`config.mk`:
```
export PLATFORM = sky130hd
export DESIGN_NAME = best_fit_segment_allocator_flat
export DESIGN_NICKNAME = d
export VERILOG_FILES = /design/src/rtl/bfsa_pkg.sv /design/src/rtl/bfsa_stream_if.sv /design/src/rtl/best_fit_segment_allocator.sv /design/src/flat_wrapper.sv
export SDC_FILE = /design/constraint.sdc
export NUM_CORES = 2
export LEC_CHECK = 0
export BUFFER_PORTS_ARGS = -buffer_cell sky130_fd_sc_hd__buf_4
export CAP_MARGIN = 20
export CORE_ASPECT_RATIO = 0.75
export CORE_MARGIN = 4
export CORE_UTILIZATION = 59
export DETAILED_ROUTE_END_ITERATION = 8
export HOLD_SLACK_MARGIN = 0.15
export PLACE_DENSITY = 0.78
export SYNTH_ARGS = -nofsm -noshare
export SYNTH_HDL_FRONTEND = slang
export SYNTH_MEMORY_MAX_BITS = 65536
export SYNTH_SLANG_ARGS = --single-unit
```
`constraint.sdc`:
```
create_clock -name clk -period 14.8 [get_ports clk]
set_clock_uncertainty 0.1 [all_clocks]
set_input_delay 2.96 -clock clk [delete_from_list [all_inputs] [get_ports clk]]
set_output_delay 2.96 -clock clk [all_outputs]
set_load 0.1 [all_outputs]
```
`src/rtl/bfsa_pkg.sv`:
```
package bfsa_pkg;

    localparam int HDR_W   = 7;
    localparam int PAGE_W  = 17;
    localparam int WORD_W  = 32;
    localparam int CFG_IDX_W = 2;

    localparam logic [HDR_W-1:0]  HDR_RESET   = 7'd32;
    localparam logic [PAGE_W-1:0] PAGE_RESET  = 17'd4096;
    localparam logic [WORD_W-1:0] LIMIT_RESET = 32'd1048576;

    localparam logic [CFG_IDX_W-1:0] CFG_HEADER = 2'd0;
    localparam logic [CFG_IDX_W-1:0] CFG_PAGE   = 2'd1;
    localparam logic [CFG_IDX_W-1:0] CFG_LIMIT  = 2'd2;

    localparam logic OP_ALLOC = 1'b0;
    localparam logic OP_FREE  = 1'b1;

    localparam logic [1:0] STATUS_OK        = 2'd0;
    localparam logic [1:0] STATUS_NO_MEMORY = 2'd1;
    localparam logic [1:0] STATUS_NOT_FOUND = 2'd2;

    typedef struct packed {
        logic              op;
        logic [WORD_W-1:0] request_size;
        logic [WORD_W-1:0] block_address;
    } request_t;

    typedef struct packed {
        logic [WORD_W-1:0] data_address;
        logic [1:0]        status;
    } response_t;

    typedef struct packed {
        logic [WORD_W-1:0] start;
        logic [WORD_W-1:0] size;
        logic              busy;
    } entry_t;

endpackage

```
`src/rtl/bfsa_stream_if.sv`:
```
interface bfsa_stream_if #(parameter type payload_t = logic);
    logic     valid;
    logic     ready;
    payload_t data;

    modport source (output valid, output data, input ready);
    modport sink (input valid, input data, output ready);
endinterface

```
`src/rtl/best_fit_segment_allocator.sv`:
```
// Best-fit segment allocator.
// req (sink): one word per request; op selects allocate or free, with
//   request_size for allocate and block_address for free.
// rsp (source): one word per request, data_address and status, in order.
// cfg_we/cfg_index/cfg_data: register writes (header, page, limit); the user
//   must write them only while no request is in flight, the block does not enforce it.
// Requests are handled one at a time; req.ready is high only while idle.
// An allocate scans the segment table, then may run the page divider for
//   growth, and shifts entries up to split. A free scans to the segment,
//   walks the free segments after it and shifts the remainder down.
// The segment memory has one read port and one write port (one read, one
//   write per cycle).
// A result waits in the rsp register while the receiver stalls; the next
//   request is accepted meanwhile and completes once the register drains.
// Reset empties the table (count and arena top cleared, no memory sweep)
//   and restores the register defaults.
module best_fit_segment_allocator #(
    parameter int MAX_SEGMENTS = 64
) (
    input  logic                           clk,
    input  logic                           rst_n,
    bfsa_stream_if.sink                    req,
    bfsa_stream_if.source                  rsp,
    input  logic                           cfg_we,
    input  logic [bfsa_pkg::CFG_IDX_W-1:0] cfg_index,
    input  logic [bfsa_pkg::WORD_W-1:0]    cfg_data
);

    localparam int IW = (MAX_SEGMENTS > 1) ? $clog2(MAX_SEGMENTS) : 1;
    localparam int CW = $clog2(MAX_SEGMENTS + 1);
    localparam logic [CW-1:0] MAX_CNT = CW'(MAX_SEGMENTS);
    localparam int DVD_W = 33;
    localparam logic [5:0] DIV_STEPS = 6'(DVD_W);

    typedef enum logic [16:0] {
        S_IDLE     = 17'h00001,
        S_SCAN_RD  = 17'h00002,
        S_SCAN_EV  = 17'h00004,
        S_DIV      = 17'h00008,
        S_GROW     = 17'h00010,
        S_SPLIT    = 17'h00020,
        S_UP_RD    = 17'h00040,
        S_UP_WR    = 17'h00080,
        S_REM      = 17'h00100,
        S_BEST     = 17'h00200,
        S_PREV_EV  = 17'h00400,
        S_FWD_RD   = 17'h00800,
        S_FWD_EV   = 17'h01000,
        S_FREE_WR  = 17'h02000,
        S_DN_RD    = 17'h04000,
        S_DN_WR    = 17'h08000,
        S_DONE     = 17'h10000
    } state_t;

    bfsa_pkg::entry_t mem [MAX_SEGMENTS];
    bfsa_pkg::entry_t rd_data;
    logic             mem_we;
    logic [IW-1:0]    mem_wa;
    logic [IW-1:0]    mem_ra;
    bfsa_pkg::entry_t mem_wd;

    always_ff @(posedge clk)
    begin
        if (mem_we)
        begin
            mem[mem_wa] <= mem_wd;
        end
        rd_data <= mem[mem_ra];
    end

    state_t                             state_reg, state_next;
    logic [CW-1:0]                      count_reg, count_next;
    logic [31:0]                        top_reg, top_next;
    logic [bfsa_pkg::HDR_W-1:0]         hdr_reg, hdr_next;
    logic [bfsa_pkg::PAGE_W-1:0]        page_reg, page_next;
    logic [31:0]                        limit_reg, limit_next;
    bfsa_pkg::request_t                 item_reg, item_next;
    logic [CW-1:0]                      idx_reg, idx_next;
    logic [CW-1:0]                      dst_reg, dst_next;
    logic [IW-1:0]                      best_reg, best_next;
    logic [31:0]                        bstart_reg, bstart_next;
    logic [31:0]                        bsize_reg, bsize_next;
    logic                               found_reg, found_next;
    logic [31:0]                        acc_reg, acc_next;
    logic                               pfree_reg, pfree_next;
    logic [31:0]                        psize_reg, psize_next;
    logic [31:0]                        pstart_reg, pstart_next;
    logic [bfsa_pkg::PAGE_W-1:0]        rem_reg, rem_next;
    logic [DVD_W-1:0]                   dvd_reg, dvd_next;
    logic [5:0]                         dcnt_reg, dcnt_next;
    bfsa_pkg::response_t                fin_reg, fin_next;
    bfsa_pkg::response_t                res_reg, res_next;
    logic                               rvalid_reg, rvalid_next;

    logic [bfsa_pkg::PAGE_W-1:0] divisor;
    logic [bfsa_pkg::PAGE_W:0]   trial;
    logic [33:0]                 grow;
    logic [34:0]                 new_top;
    logic [31:0]                 hdr32;

    assign hdr32   = 32'(hdr_reg);
    assign divisor = (page_reg == '0) ? bfsa_pkg::PAGE_W'(1) : page_reg;
    assign trial   = {rem_reg, dvd_reg[DVD_W-1]};
    assign grow    = 34'({1'b0, item_reg.request_size} + {25'd0, hdr_reg, 1'b0})
                     - 34'(rem_reg) + 34'(divisor);
    assign new_top = 35'(top_reg) + 35'(grow);

    assign req.ready = (state_reg == S_IDLE);
    assign rsp.valid = rvalid_reg;
    assign rsp.data  = res_reg;

    always_comb
    begin
        state_next  = state_reg;
        count_next  = count_reg;
        top_next    = top_reg;
        hdr_next    = hdr_reg;
        page_next   = page_reg;
        limit_next  = limit_reg;
        item_next   = item_reg;
        idx_next    = idx_reg;
        dst_next    = dst_reg;
        best_next   = best_reg;
        bstart_next = bstart_reg;
        bsize_next  = bsize_reg;
        found_next  = found_reg;
        acc_next    = acc_reg;
        pfree_next  = pfree_reg;
        psize_next  = psize_reg;
        pstart_next = pstart_reg;
        rem_next    = rem_reg;
        dvd_next    = dvd_reg;
        dcnt_next   = dcnt_reg;
        fin_next    = fin_reg;
        res_next    = res_reg;
        rvalid_next = rvalid_reg;
        mem_we      = 1'b0;
        mem_wa      = '0;
        mem_wd      = '0;
        mem_ra      = idx_reg[IW-1:0];

        if (rvalid_reg && rsp.ready)
        begin
            rvalid_next = 1'b0;
        end

        if (cfg_we)
        begin
            case (cfg_index)
                bfsa_pkg::CFG_HEADER: hdr_next   = cfg_data[bfsa_pkg::HDR_W-1:0];
                bfsa_pkg::CFG_PAGE:   page_next  = cfg_data[bfsa_pkg::PAGE_W-1:0];
                bfsa_pkg::CFG_LIMIT:  limit_next = cfg_data;
                default: ;
            endcase
        end

        case (state_reg)
            S_IDLE:
            begin
                if (req.valid)
                begin
                    item_next  = req.data;
                    idx_next   = '0;
                    found_next = 1'b0;
                    state_next = S_SCAN_RD;
                end
            end
            S_SCAN_RD:
            begin
                if (idx_reg == count_reg)
                begin
                    if (item_reg.op == bfsa_pkg::OP_FREE)
                    begin
                        fin_next   = '{data_address: '0, status: bfsa_pkg::STATUS_NOT_FOUND};
                        state_next = S_DONE;
                    end
                    else if (found_reg)
                    begin
                        state_next = S_SPLIT;
                    end
                    else if (count_reg >= MAX_CNT)
                    begin
                        fin_next   = '{data_address: '0, status: bfsa_pkg::STATUS_NO_MEMORY};
                        state_next = S_DONE;
                    end
                    else
                    begin
                        rem_next   = '0;
                        dvd_next   = {1'b0, item_reg.request_size}
                                     + {25'd0, hdr_reg, 1'b0};
                        dcnt_next  = DIV_STEPS;
                        state_next = S_DIV;
                    end
                end
                else
                begin
                    mem_ra     = idx_reg[IW-1:0];
                    state_next = S_SCAN_EV;
                end
            end
            S_SCAN_EV:
            begin
                idx_next   = idx_reg + CW'(1);
                state_next = S_SCAN_RD;
                if (item_reg.op == bfsa_pkg::OP_ALLOC)
                begin
                    if (!rd_data.busy
                        && (rd_data.size == item_reg.request_size
                            || ({1'b0, item_reg.request_size} + 33'(hdr_reg))
                               < {1'b0, rd_data.size})
                        && (!found_reg || rd_data.size < bsize_reg))
                    begin
                        found_next  = 1'b1;
                        best_next   = idx_reg[IW-1:0];
                        bstart_next = rd_data.start;
                        bsize_next  = rd_data.size;
                    end
                end
                else if (rd_data.start + hdr32 == item_reg.block_address)
                begin
                    best_next   = idx_reg[IW-1:0];
                    bstart_next = rd_data.start;
                    acc_next    = rd_data.size;
                    pfree_next  = 1'b0;
                    idx_next    = idx_reg + CW'(1);
                    if (idx_reg == '0)
                    begin
                        state_next = S_FWD_RD;
                    end
                    else
                    begin
                        mem_ra     = IW'(idx_reg - CW'(1));
                        state_next = S_PREV_EV;
                    end
                end
            end
            S_DIV:
            begin
                if (dcnt_reg == '0)
                begin
                    state_next = S_GROW;
                end
                else
                begin
                    if (trial >= {1'b0, divisor})
                    begin
                        rem_next = bfsa_pkg::PAGE_W'(trial - {1'b0, divisor});
                    end
                    else
                    begin
                        rem_next = bfsa_pkg::PAGE_W'(trial);
                    end
                    dvd_next  = {dvd_reg[DVD_W-2:0], 1'b0};
                    dcnt_next = dcnt_reg - 6'd1;
                end
            end
            S_GROW:
            begin
                if (new_top > 35'(limit_reg))
                begin
                    fin_next   = '{data_address: '0, status: bfsa_pkg::STATUS_NO_MEMORY};
                    state_next = S_DONE;
                end
                else
                begin
                    mem_we      = 1'b1;
                    mem_wa      = count_reg[IW-1:0];
                    mem_wd      = '{start: top_reg, size: 32'(grow) - hdr32, busy: 1'b0};
                    best_next   = count_reg[IW-1:0];
                    bstart_next = top_reg;
                    bsize_next  = 32'(grow) - hdr32;
                    count_next  = count_reg + CW'(1);
                    top_next    = 32'(new_top);
                    state_next  = S_SPLIT;
                end
            end
            S_SPLIT:
            begin
                if (item_reg.request_size < bsize_reg && count_reg < MAX_CNT)
                begin
                    idx_next = count_reg - CW'(1);
                    if (count_reg - CW'(1) >= CW'(best_reg) + CW'(1))
                    begin
                        state_next = S_UP_RD;
                    end
                    else
                    begin
                        state_next = S_REM;
                    end
                end
                else
                begin
                    state_next = S_BEST;
                end
            end
            S_UP_RD:
            begin
                mem_ra     = idx_reg[IW-1:0];
                state_next = S_UP_WR;
            end
            S_UP_WR:
            begin
                mem_we = 1'b1;
                mem_wa = IW'(idx_reg + CW'(1));
                mem_wd = rd_data;
                if (idx_reg == CW'(best_reg) + CW'(1))
                begin
                    state_next = S_REM;
                end
                else
                begin
                    idx_next   = idx_reg - CW'(1);
                    state_next = S_UP_RD;
                end
            end
            S_REM:
            begin
                mem_we     = 1'b1;
                mem_wa     = IW'(CW'(best_reg) + CW'(1));
                mem_wd     = '{start: bstart_reg + hdr32 + item_reg.request_size,
                               size: bsize_reg - item_reg.request_size - hdr32,
                               busy: 1'b0};
                bsize_next = item_reg.request_size;
                count_next = count_reg + CW'(1);
                state_next = S_BEST;
            end
            S_BEST:
            begin
                mem_we     = 1'b1;
                mem_wa     = best_reg;
                mem_wd     = '{start: bstart_reg, size: bsize_reg, busy: 1'b1};
                fin_next   = '{data_address: bstart_reg + hdr32,
                               status: bfsa_pkg::STATUS_OK};
                state_next = S_DONE;
            end
            S_PREV_EV:
            begin
                pfree_next  = !rd_data.busy;
                psize_next  = rd_data.size;
                pstart_next = rd_data.start;
                state_next  = S_FWD_RD;
            end
            S_FWD_RD:
            begin
                if (idx_reg == count_reg)
                begin
                    state_next = S_FREE_WR;
                end
                else
                begin
                    mem_ra     = idx_reg[IW-1:0];
                    state_next = S_FWD_EV;
                end
            end
            S_FWD_EV:
            begin
                if (!rd_data.busy)
                begin
                    acc_next   = acc_reg + rd_data.size + hdr32;
                    idx_next   = idx_reg + CW'(1);
                    state_next = S_FWD_RD;
                end
                else
                begin
                    state_next = S_FREE_WR;
                end
            end
            S_FREE_WR:
            begin
                mem_we = 1'b1;
                if (pfree_reg)
                begin
                    mem_wa   = IW'(CW'(best_reg) - CW'(1));
                    mem_wd   = '{start: pstart_reg, size: psize_reg + acc_reg + hdr32,
                                 busy: 1'b0};
                    dst_next = CW'(best_reg);
                end
                else
                begin
                    mem_wa   = best_reg;
                    mem_wd   = '{start: bstart_reg, size: acc_reg, busy: 1'b0};
                    dst_next = CW'(best_reg) + CW'(1);
                end
                state_next = S_DN_RD;
            end
            S_DN_RD:
            begin
                if (idx_reg == count_reg)
                begin
                    count_next = dst_reg;
                    fin_next   = '{data_address: '0, status: bfsa_pkg::STATUS_OK};
                    state_next = S_DONE;
                end
                else
                begin
                    mem_ra     = idx_reg[IW-1:0];
                    state_next = S_DN_WR;
                end
            end
            S_DN_WR:
            begin
                mem_we     = 1'b1;
                mem_wa     = dst_reg[IW-1:0];
                mem_wd     = rd_data;
                idx_next   = idx_reg + CW'(1);
                dst_next   = dst_reg + CW'(1);
                state_next = S_DN_RD;
            end
            S_DONE:
            begin
                if (!rvalid_reg || rsp.ready)
                begin
                    res_next    = fin_reg;
                    rvalid_next = 1'b1;
                    state_next  = S_IDLE;
                end
            end
            default:
            begin
                state_next = S_IDLE;
            end
        endcase
    end

    always_ff @(posedge clk or negedge rst_n)
    begin
        if (!rst_n)
        begin
            state_reg  <= S_IDLE;
            count_reg  <= '0;
            top_reg    <= '0;
            hdr_reg    <= bfsa_pkg::HDR_RESET;
            page_reg   <= bfsa_pkg::PAGE_RESET;
            limit_reg  <= bfsa_pkg::LIMIT_RESET;
            rvalid_reg <= 1'b0;
            found_reg  <= 1'b0;
            dcnt_reg   <= '0;
        end
        else
        begin
            state_reg  <= state_next;
            count_reg  <= count_next;
            top_reg    <= top_next;
            hdr_reg    <= hdr_next;
            page_reg   <= page_next;
            limit_reg  <= limit_next;
            rvalid_reg <= rvalid_next;
            found_reg  <= found_next;
            dcnt_reg   <= dcnt_next;
        end
    end

    always_ff @(posedge clk)
    begin
        item_reg   <= item_next;
        idx_reg    <= idx_next;
        dst_reg    <= dst_next;
        best_reg   <= best_next;
        bstart_reg <= bstart_next;
        bsize_reg  <= bsize_next;
        acc_reg    <= acc_next;
        pfree_reg  <= pfree_next;
        psize_reg  <= psize_next;
        pstart_reg <= pstart_next;
        rem_reg    <= rem_next;
        dvd_reg    <= dvd_next;
        fin_reg    <= fin_next;
        res_reg    <= res_next;
    end

endmodule
```
`src/flat_wrapper.sv`:
```
// flat-port wrapper written by rule: the top's interface ports become plain ports
module best_fit_segment_allocator_flat 
#(
    parameter int MAX_SEGMENTS = 64
)
  (clk, rst_n, cfg_we, cfg_index, cfg_data, req_valid, req_data, req_ready, rsp_valid, rsp_data, rsp_ready);
  bfsa_stream_if req_i ();
  bfsa_stream_if rsp_i ();
  input  logic clk;
  input  logic rst_n;
  input  logic cfg_we;
  input  logic [bfsa_pkg::CFG_IDX_W-1:0] cfg_index;
  input  logic [bfsa_pkg::WORD_W-1:0] cfg_data;
  input wire logic [$bits(req_i.valid)-1:0] req_valid;
  input wire logic [$bits(req_i.data)-1:0] req_data;
  output wire logic [$bits(req_i.ready)-1:0] req_ready;
  output wire logic [$bits(rsp_i.valid)-1:0] rsp_valid;
  output wire logic [$bits(rsp_i.data)-1:0] rsp_data;
  input wire logic [$bits(rsp_i.ready)-1:0] rsp_ready;
  assign req_i.valid = req_valid;
  assign req_i.data = req_data;
  assign req_ready = req_i.ready;
  assign rsp_valid = rsp_i.valid;
  assign rsp_data = rsp_i.data;
  assign rsp_i.ready = rsp_ready;
  best_fit_segment_allocator #(.MAX_SEGMENTS(MAX_SEGMENTS)) u_core (.clk(clk), .rst_n(rst_n), .req(req_i), .rsp(rsp_i), .cfg_we(cfg_we), .cfg_index(cfg_index), .cfg_data(cfg_data));
endmodule
```
; ---- After elaboration in Yosys (flattened, before gate mapping)
; Memory sizes are Yosys's and may differ from the RTL's. A register that Yosys moved wholly into a read port is not among the register bits.
; Index checks and enable logic that the tools add are counted.
[op_classes]
n_mux = 75
eq_ne = 38
add_sub_neg = 20
order_cmp = 8
reduce_logical = 44
n_bitwise = 2
[op_table]
columns = cell, n
row1 = 65-bit case mux with 5 select lines, 1
row2 = 17-bit case mux with 16 select lines, 1
row3 = 17-bit 2-to-1 mux, 14
row4 = 32-bit 2-to-1 mux, 6
row5 = 33-bit 2-to-1 mux, 4
row6 = 65-bit 2-to-1 mux, 2
row7 = 32-bit by 7-bit adder with 32-bit output, 4
row8 = 32-bit case mux with 3 select lines, 1
row9 = 33-bit case mux with 2 select lines, 1
row10 = 32-bit adder, 2
row11 = 32-bit case mux with 2 select lines, 1
row12 = 32-bit by 7-bit subtractor with 32-bit output, 2
row13 = 7-bit 2-to-1 mux, 7
row14 = 6-bit 2-to-1 mux, 8
row15 = 6-bit case mux with 6 select lines, 1
row16 = 32-bit by 34-bit adder with 35-bit output, 1
row17 = 35-bit by 32-bit greater-than comparator with 1-bit output, 1
row18 = 7-bit case mux with 5 select lines, 1
row19 = 34-bit by 17-bit adder with 34-bit output, 1
row20 = 17-bit case mux with 2 select lines, 1
row21 = 32-bit by 1-bit equality test with 1-bit output, 1
row22 = 32-bit zero test, 1
row23 = "1-bit by 32-bit less-than comparator with 1-bit output, first input constant", 1
row24 = 32-bit less-than comparator, 1
row25 = 60 further kinds, 123
[totals]
ram_bits = 4160
mem_count = 1
ff_bits = 354
word_cells = 211
in_bits = 40
out_inout_bits = 3
[mem_list]
columns = name, words, width, read_ports, rd_ports_with_merged_regs, wr, line_no
row1 = u_core.mem, 64, 65, 1, 1, 1, best_fit_segment_allocator.sv:55  ; bfsa_pkg::entry_t mem [MAX_SEGMENTS];

; ---- Longest topological paths before layout
[depth]
depth_word = 9
mapped_depth = 42
ltp_nobuf = 39

; ---- Worst setup path after synthesis
; No wires, ideal clock.
[synth_timing]
path_kind = flip-flop to flip-flop
start = reg u_core.rem_reg[1] in the netlist's numbering
end = mem u_core.mem[35][0] in the netlist's numbering (enable)
setup_ns = 0.506
arrival_ns = 10.646
path_buffers = 3
required_time_ns = 14.194
period_less_slack_ns = 11.253
path_stages_with_launch = 37
slack_ns = 3.547
cell_sequence = edfxtp_1 inv_1 ha_1 nor2b_1 o31a_1 o41a_1 a31oi_1 clkbuf_1 nor3_1 xnor2_1 ha_1 clkbuf_1 nand3_1 o21ai_0 a31oi_1 xnor2_1 ha_1 a21oi_1 o21ai_0 a221oi_1 a21oi_1 or3_1 a21oi_1 xnor2_1 ha_1 a21o_1 a21oi_1 nor2b_1 o21ai_0 nand2b_1 mux2i_1 a21oi_1 nand2b_4 nor3_1 buf_2 o211ai_1 nor4_1
[synth_between]
elab_chain_cells = 8
word_cells_on_any_way = 10
cone_classes = 3 x add/sub / 1 x order compare / 6 x mux
[synth_rtl]
columns = element, line_no
row1 = from (decl), best_fit_segment_allocator.sv:88  ; logic [bfsa_pkg::PAGE_W-1:0] rem_reg, rem_next;
row2 = from (signal assigned), best_fit_segment_allocator.sv:465  ; rem_reg <= rem_next;
row3 = 8-bit by 17-bit subtractor with 18-bit output *, best_fit_segment_allocator.sv:105  ; - 34'(rem_reg) + 34'(divisor);
row4 = 34-bit by 17-bit adder with 34-bit output *, best_fit_segment_allocator.sv:105
row5 = 32-bit by 34-bit adder with 35-bit output *, best_fit_segment_allocator.sv:106  ; assign new_top = 35'(top_reg) + 35'(grow);
row6 = named net u_core.new_top[28], best_fit_segment_allocator.sv:98  ; logic [34:0] new_top;
row7 = 35-bit by 32-bit greater-than comparator with 1-bit output *, best_fit_segment_allocator.sv:259  ; if (new_top > 35'(limit_reg))
row8 = 1-bit 2-to-1 mux, best_fit_segment_allocator.sv:259
row9 = 1-bit case mux with 2 select lines, best_fit_segment_allocator.sv:157  ; case (state_reg)
row10 = 1-bit 2-to-1 mux, best_fit_segment_allocator.sv:64  ; if (mem_we)
row11 = 1-bit 2-to-1 mux (not written as such), best_fit_segment_allocator.sv:66  ; mem[mem_wa] <= mem_wd;
row12 = to (decl), best_fit_segment_allocator.sv:55
; Mark *: on every way through the listed nets, which the timed path passes. The rest lies on a longest branch.

; ---- Worst setup path after layout
[layout_timing]
start = reg u_core.hdr_reg[0] in the netlist's numbering
end = mem u_core.mem[29][2] in the netlist's numbering (enable)
[layout_between]
elab_chain_cells = 8
word_cells_on_any_way = 10
cone_classes = 3 x add/sub / 1 x order compare / 6 x mux
[layout_rtl]
columns = element, line_no
row1 = from (decl), best_fit_segment_allocator.sv:74  ; logic [bfsa_pkg::HDR_W-1:0] hdr_reg, hdr_next;
row2 = from (signal assigned), best_fit_segment_allocator.sv:432  ; hdr_reg <= bfsa_pkg::HDR_RESET;
row3 = from (signal assigned), best_fit_segment_allocator.sv:444  ; hdr_reg <= hdr_next;
row4 = 8-bit by 17-bit subtractor with 18-bit output *, best_fit_segment_allocator.sv:105
row5 = 34-bit by 17-bit adder with 34-bit output *, best_fit_segment_allocator.sv:105
row6 = 32-bit by 34-bit adder with 35-bit output *, best_fit_segment_allocator.sv:106
row7 = named net u_core.new_top[28], best_fit_segment_allocator.sv:98
row8 = 35-bit by 32-bit greater-than comparator with 1-bit output *, best_fit_segment_allocator.sv:259
row9 = 1-bit 2-to-1 mux, best_fit_segment_allocator.sv:259
row10 = 1-bit case mux with 2 select lines, best_fit_segment_allocator.sv:157
row11 = 1-bit 2-to-1 mux, best_fit_segment_allocator.sv:64
row12 = 1-bit 2-to-1 mux (not written as such), best_fit_segment_allocator.sv:66
; Marks and branches as above.

==> metrics.md <==
| Metric | Value |
|---|---|
| Worst slew margin | 0.241 |
| Crit. Startpoint | u_core.hdr_reg[0]$_DFFE_PN0P_ |
| Hold_buf cts | 0 |
| Final Non-Filler Cells | 7891 |
| Pleak | 42.6 nW |
| Syn_nets | 5564 |
| Post-synth top area cell | edfxtp_1 |
| CTS tree | yes |
| Finished Core Util | 0.661 |
| Final Power | 17.0 mW |
| Routed via count | 55314 |
| Reg with most FFs | u_core.mem |
| DP Worst Slack | 3.50 ns |
| Filler cells | 10685 |
| Final slew viol count | 0 |
| Clock share of power | 0.326 |
| H-tree depth | 4 |
| Setup Fix Bufs, Post-CTS | 0 |
| First-pass GRT wire length | 391000 um |
| Clock root buffer | clkbuf_16 |
| Routed WL | 271000 um |
| CTS Buf Count | 205 |
| Max FO, Critical Path | 18 |
| Period utilization | 0.759 |
| Total gr overflow | 0 |
| Syn. warnings | 0 |
| Switch Pwr | 4.97 mW |
| HP Class | reg2reg |
| Post-DP HPWL | 147000 um |
| Num ports | 43 |
| Mapped Cells | 5284 |
| Final ANT Viol Nets | 0 |
| PD cells | 151 nW/um^2 |
| PortBufs | 41 |
| First-pass iteration count of the detailed router | 8 |
| Tot GR Track Use | 0.305 |
| Syn_area_per_cell | 19.2 sq um |
| Syn Std Cell Area | 101000 sq um |
| Final hold viol count | 0 |
| Endpoints failing setup | 0 |
| DRT iter0 DRCs | 9231 |
| Highest Clock Rate | 89.1 MHz |
| Post-Place Cells | 7496 |
| Row count | 131 |
| Final TNS setup | 0 ns |
| Clk pin slew, worst setup/hold paths | 0.06 ns |
| CTS resizes | 0 |
| Maxcap violations | 0 |
| Nets@finish | 5730 |
| Combinational fraction of design power | 0.232 |
| CP most frequent cell | a21oi_1 |
| Hold Path Origin | u_core.fin_reg[0]$_DFFE_PP_ |
| Largest registers | u_core.mem: 2112 flops, u_core.rd_data: 33 flops |
| Routability cong. | 0.895 |
| Drt via density | 7.01 |
| Yosys cell types | 93 |
| Initial antenna violation count | 22 |
| WS Path Type | reg2reg |
| Run status | complete, no violations |
| Min setup slack post-route | 3.57 ns |
| Commonest cells in the netlist | edfxtp_1 (2247), mux4_2 (693), ha_1 (226), nand2_1 (185), clkbuf_1 (180) |
| Worst r2r src | u_core.hdr_reg[0]$_DFFE_PN0P_ |
| Chip height | 367 um |
| Fraction of layout cells with a size suffix above 1 | 0.254 |
| Syn-to-layout area delta | 11.1% |
| Worst-Margin Slew | 1.13 ns |
| Top post-synthesis cells by area | edfxtp_1 (66%), mux4_2 (15%), dfrtp_1 (2.8%) |
| Sequential share of the synthesized area | 0.701 |
| VDD IR-drop max | 0.000172 V |
| Worst hold slack | 0.331 ns |
| Clk_lat worst skew | 0.87 ns |
| Net Sw Frac | 0.292 |
| Cell Int Power | 12.0 mW |
| Starting Density | 0.595 |
| Crit path DAT | 11.64 ns |
| Startpoint Class | flip-flop |
| Max incr delay on CP | 1.04 ns |
| Top FF cell, synth | edfxtp_1 |
| Multi-input gate area | 29500 sq um |
| Crit end category | flip-flop |
| Min cycle time layout | 11.23 ns |
| Largest net degree at the start of global routing | 156 |
| Vias in the first global route | 54479 |
| DIE WIDTH | 487 um |
| Finished Cell Area | 113000 sq um |
| Placed Area | 106000 sq um |
| CP Data Required Time | 15.21 ns |
| Largest register FFs | 2112 |
| Part of the power in registers | 0.442 |
| RSZ-0062 raised after global routing | false |
| Synth top area share | 0.665 |
| EDFF count, synth | 2247 |
| Per-cell routed wire length | 34.3 um |
| Drt drc | 0 |
| Crit path max-delay cell type | or4_1 |
| Sequential cell area | 71100 sq um |
| CTS Buffer Depth | 3 |
| Core area | 170000 sq um |
| Most numerous cell in the Yosys netlist | edfxtp_1 |
| #FFs+latches synth | 2399 |
| Synth async-reset ratio | 0.0496 |
| DIE AREA | 179000 sq um |
| Total clock sinks | 2399 |
worst paths after layout:
path	depth (start not counted)	end	slack, ns
min	0	u_core.rsp.data$_DFFE_PP_	0.33
min in group asynchronous	1	u_core.limit_reg[21]$_DFFE_PN0P_	2.08
max in group asynchronous	2	u_core.count_reg[1]$_DFFE_PN0P_	11.13
min reg2reg	0	u_core.rsp.data$_DFFE_PP_	0.33
max	40	u_core.mem[29][2]$_DFFE_PP_	3.57
max reg2reg	40	u_core.mem[29][2]$_DFFE_PP_	3.57
final cells by class:
class	instances	area share
well taps	2261	0.0251
clock buffers	256	0.0488
flip-flops and latches	2399	0.631
diodes	10	0.000222
inverters	177	0.00590
clock inverters	121	0.0119
multi-input cells	2461	0.262
repair buffers	206	0.0152
worst max-delay path, delay by kind of cell (launching register included):
family	cells	cell delay (ns)
AO/OA/AOI/OAI	19	4.08
XOR/XNOR	3	0.56
adder cells (fa/ha/maj)	4	1.50
buffers and inverters	3	0.83
flip-flops	1	0.44
multiplexers	1	0.14
AND/OR/NAND/NOR	10	3.22
power by group through the flow:
stage | registers (mW) | logic, mW | clock network (mW)
floorplan | 7.63 | 2.99 | 0
global placement | 7.67 | 3.84 | 0
detailed placement | 7.67 | 3.88 | 0
CTS | 7.53 | 3.90 | 5.60
global route | 7.53 | 4.28 | 5.91
finish | 7.53 | 3.94 | 5.55
metal layers:
| metal | vias up | part of all wire | global-route usage |
|---|---|---|---|
| li1 | 22004 | - | - |
| met1 | 28598 | 0.37 | 0.444 |
| met2 | 4135 | 0.47 | 0.461 |
| met3 | 559 | 0.13 | 0.0827 |
| met4 | 18 | 0.031 | 0.0912 |
| met5 | - | 0.00046 | 0 |
placed cells by master, fill, tap and decap left out, drive strengths merged, types with 26 or more instances in the layout:
cell    Yosys  final
xor2       52     52
ha        226    226
mux4      693    693
xnor2     122    122
buf        67    206
mux2       81     81
and2       35     35
clkbuf    180    256
nor4       38     38
clkinv      0     87
nand2b     30     30
o211ai     31     31
dfxtp      33     33
a21o       74     74
dfrtp     115    115
edfxtp   2247   2247
a21oi     116    116
nand2     185    185
o21ai      99     99
nor2b      26     26
nor3       59     59
o21a       31     31
nand3      46     46
inv       177    181
nand4      35     35
a222oi     32     32
nor2      169    169
cell families after synthesis:
group                    share of synthesized area
adder cells (fa/ha/maj)                     0.0306
AND/OR/NAND/NOR                             0.0356
XOR/XNOR                                    0.0150
flip-flops                                   0.701
multiplexers                                 0.165
AO/OA/AOI/OAI                               0.0371
buffers and inverters                       0.0159
Power figures use the tool's default switching activity.
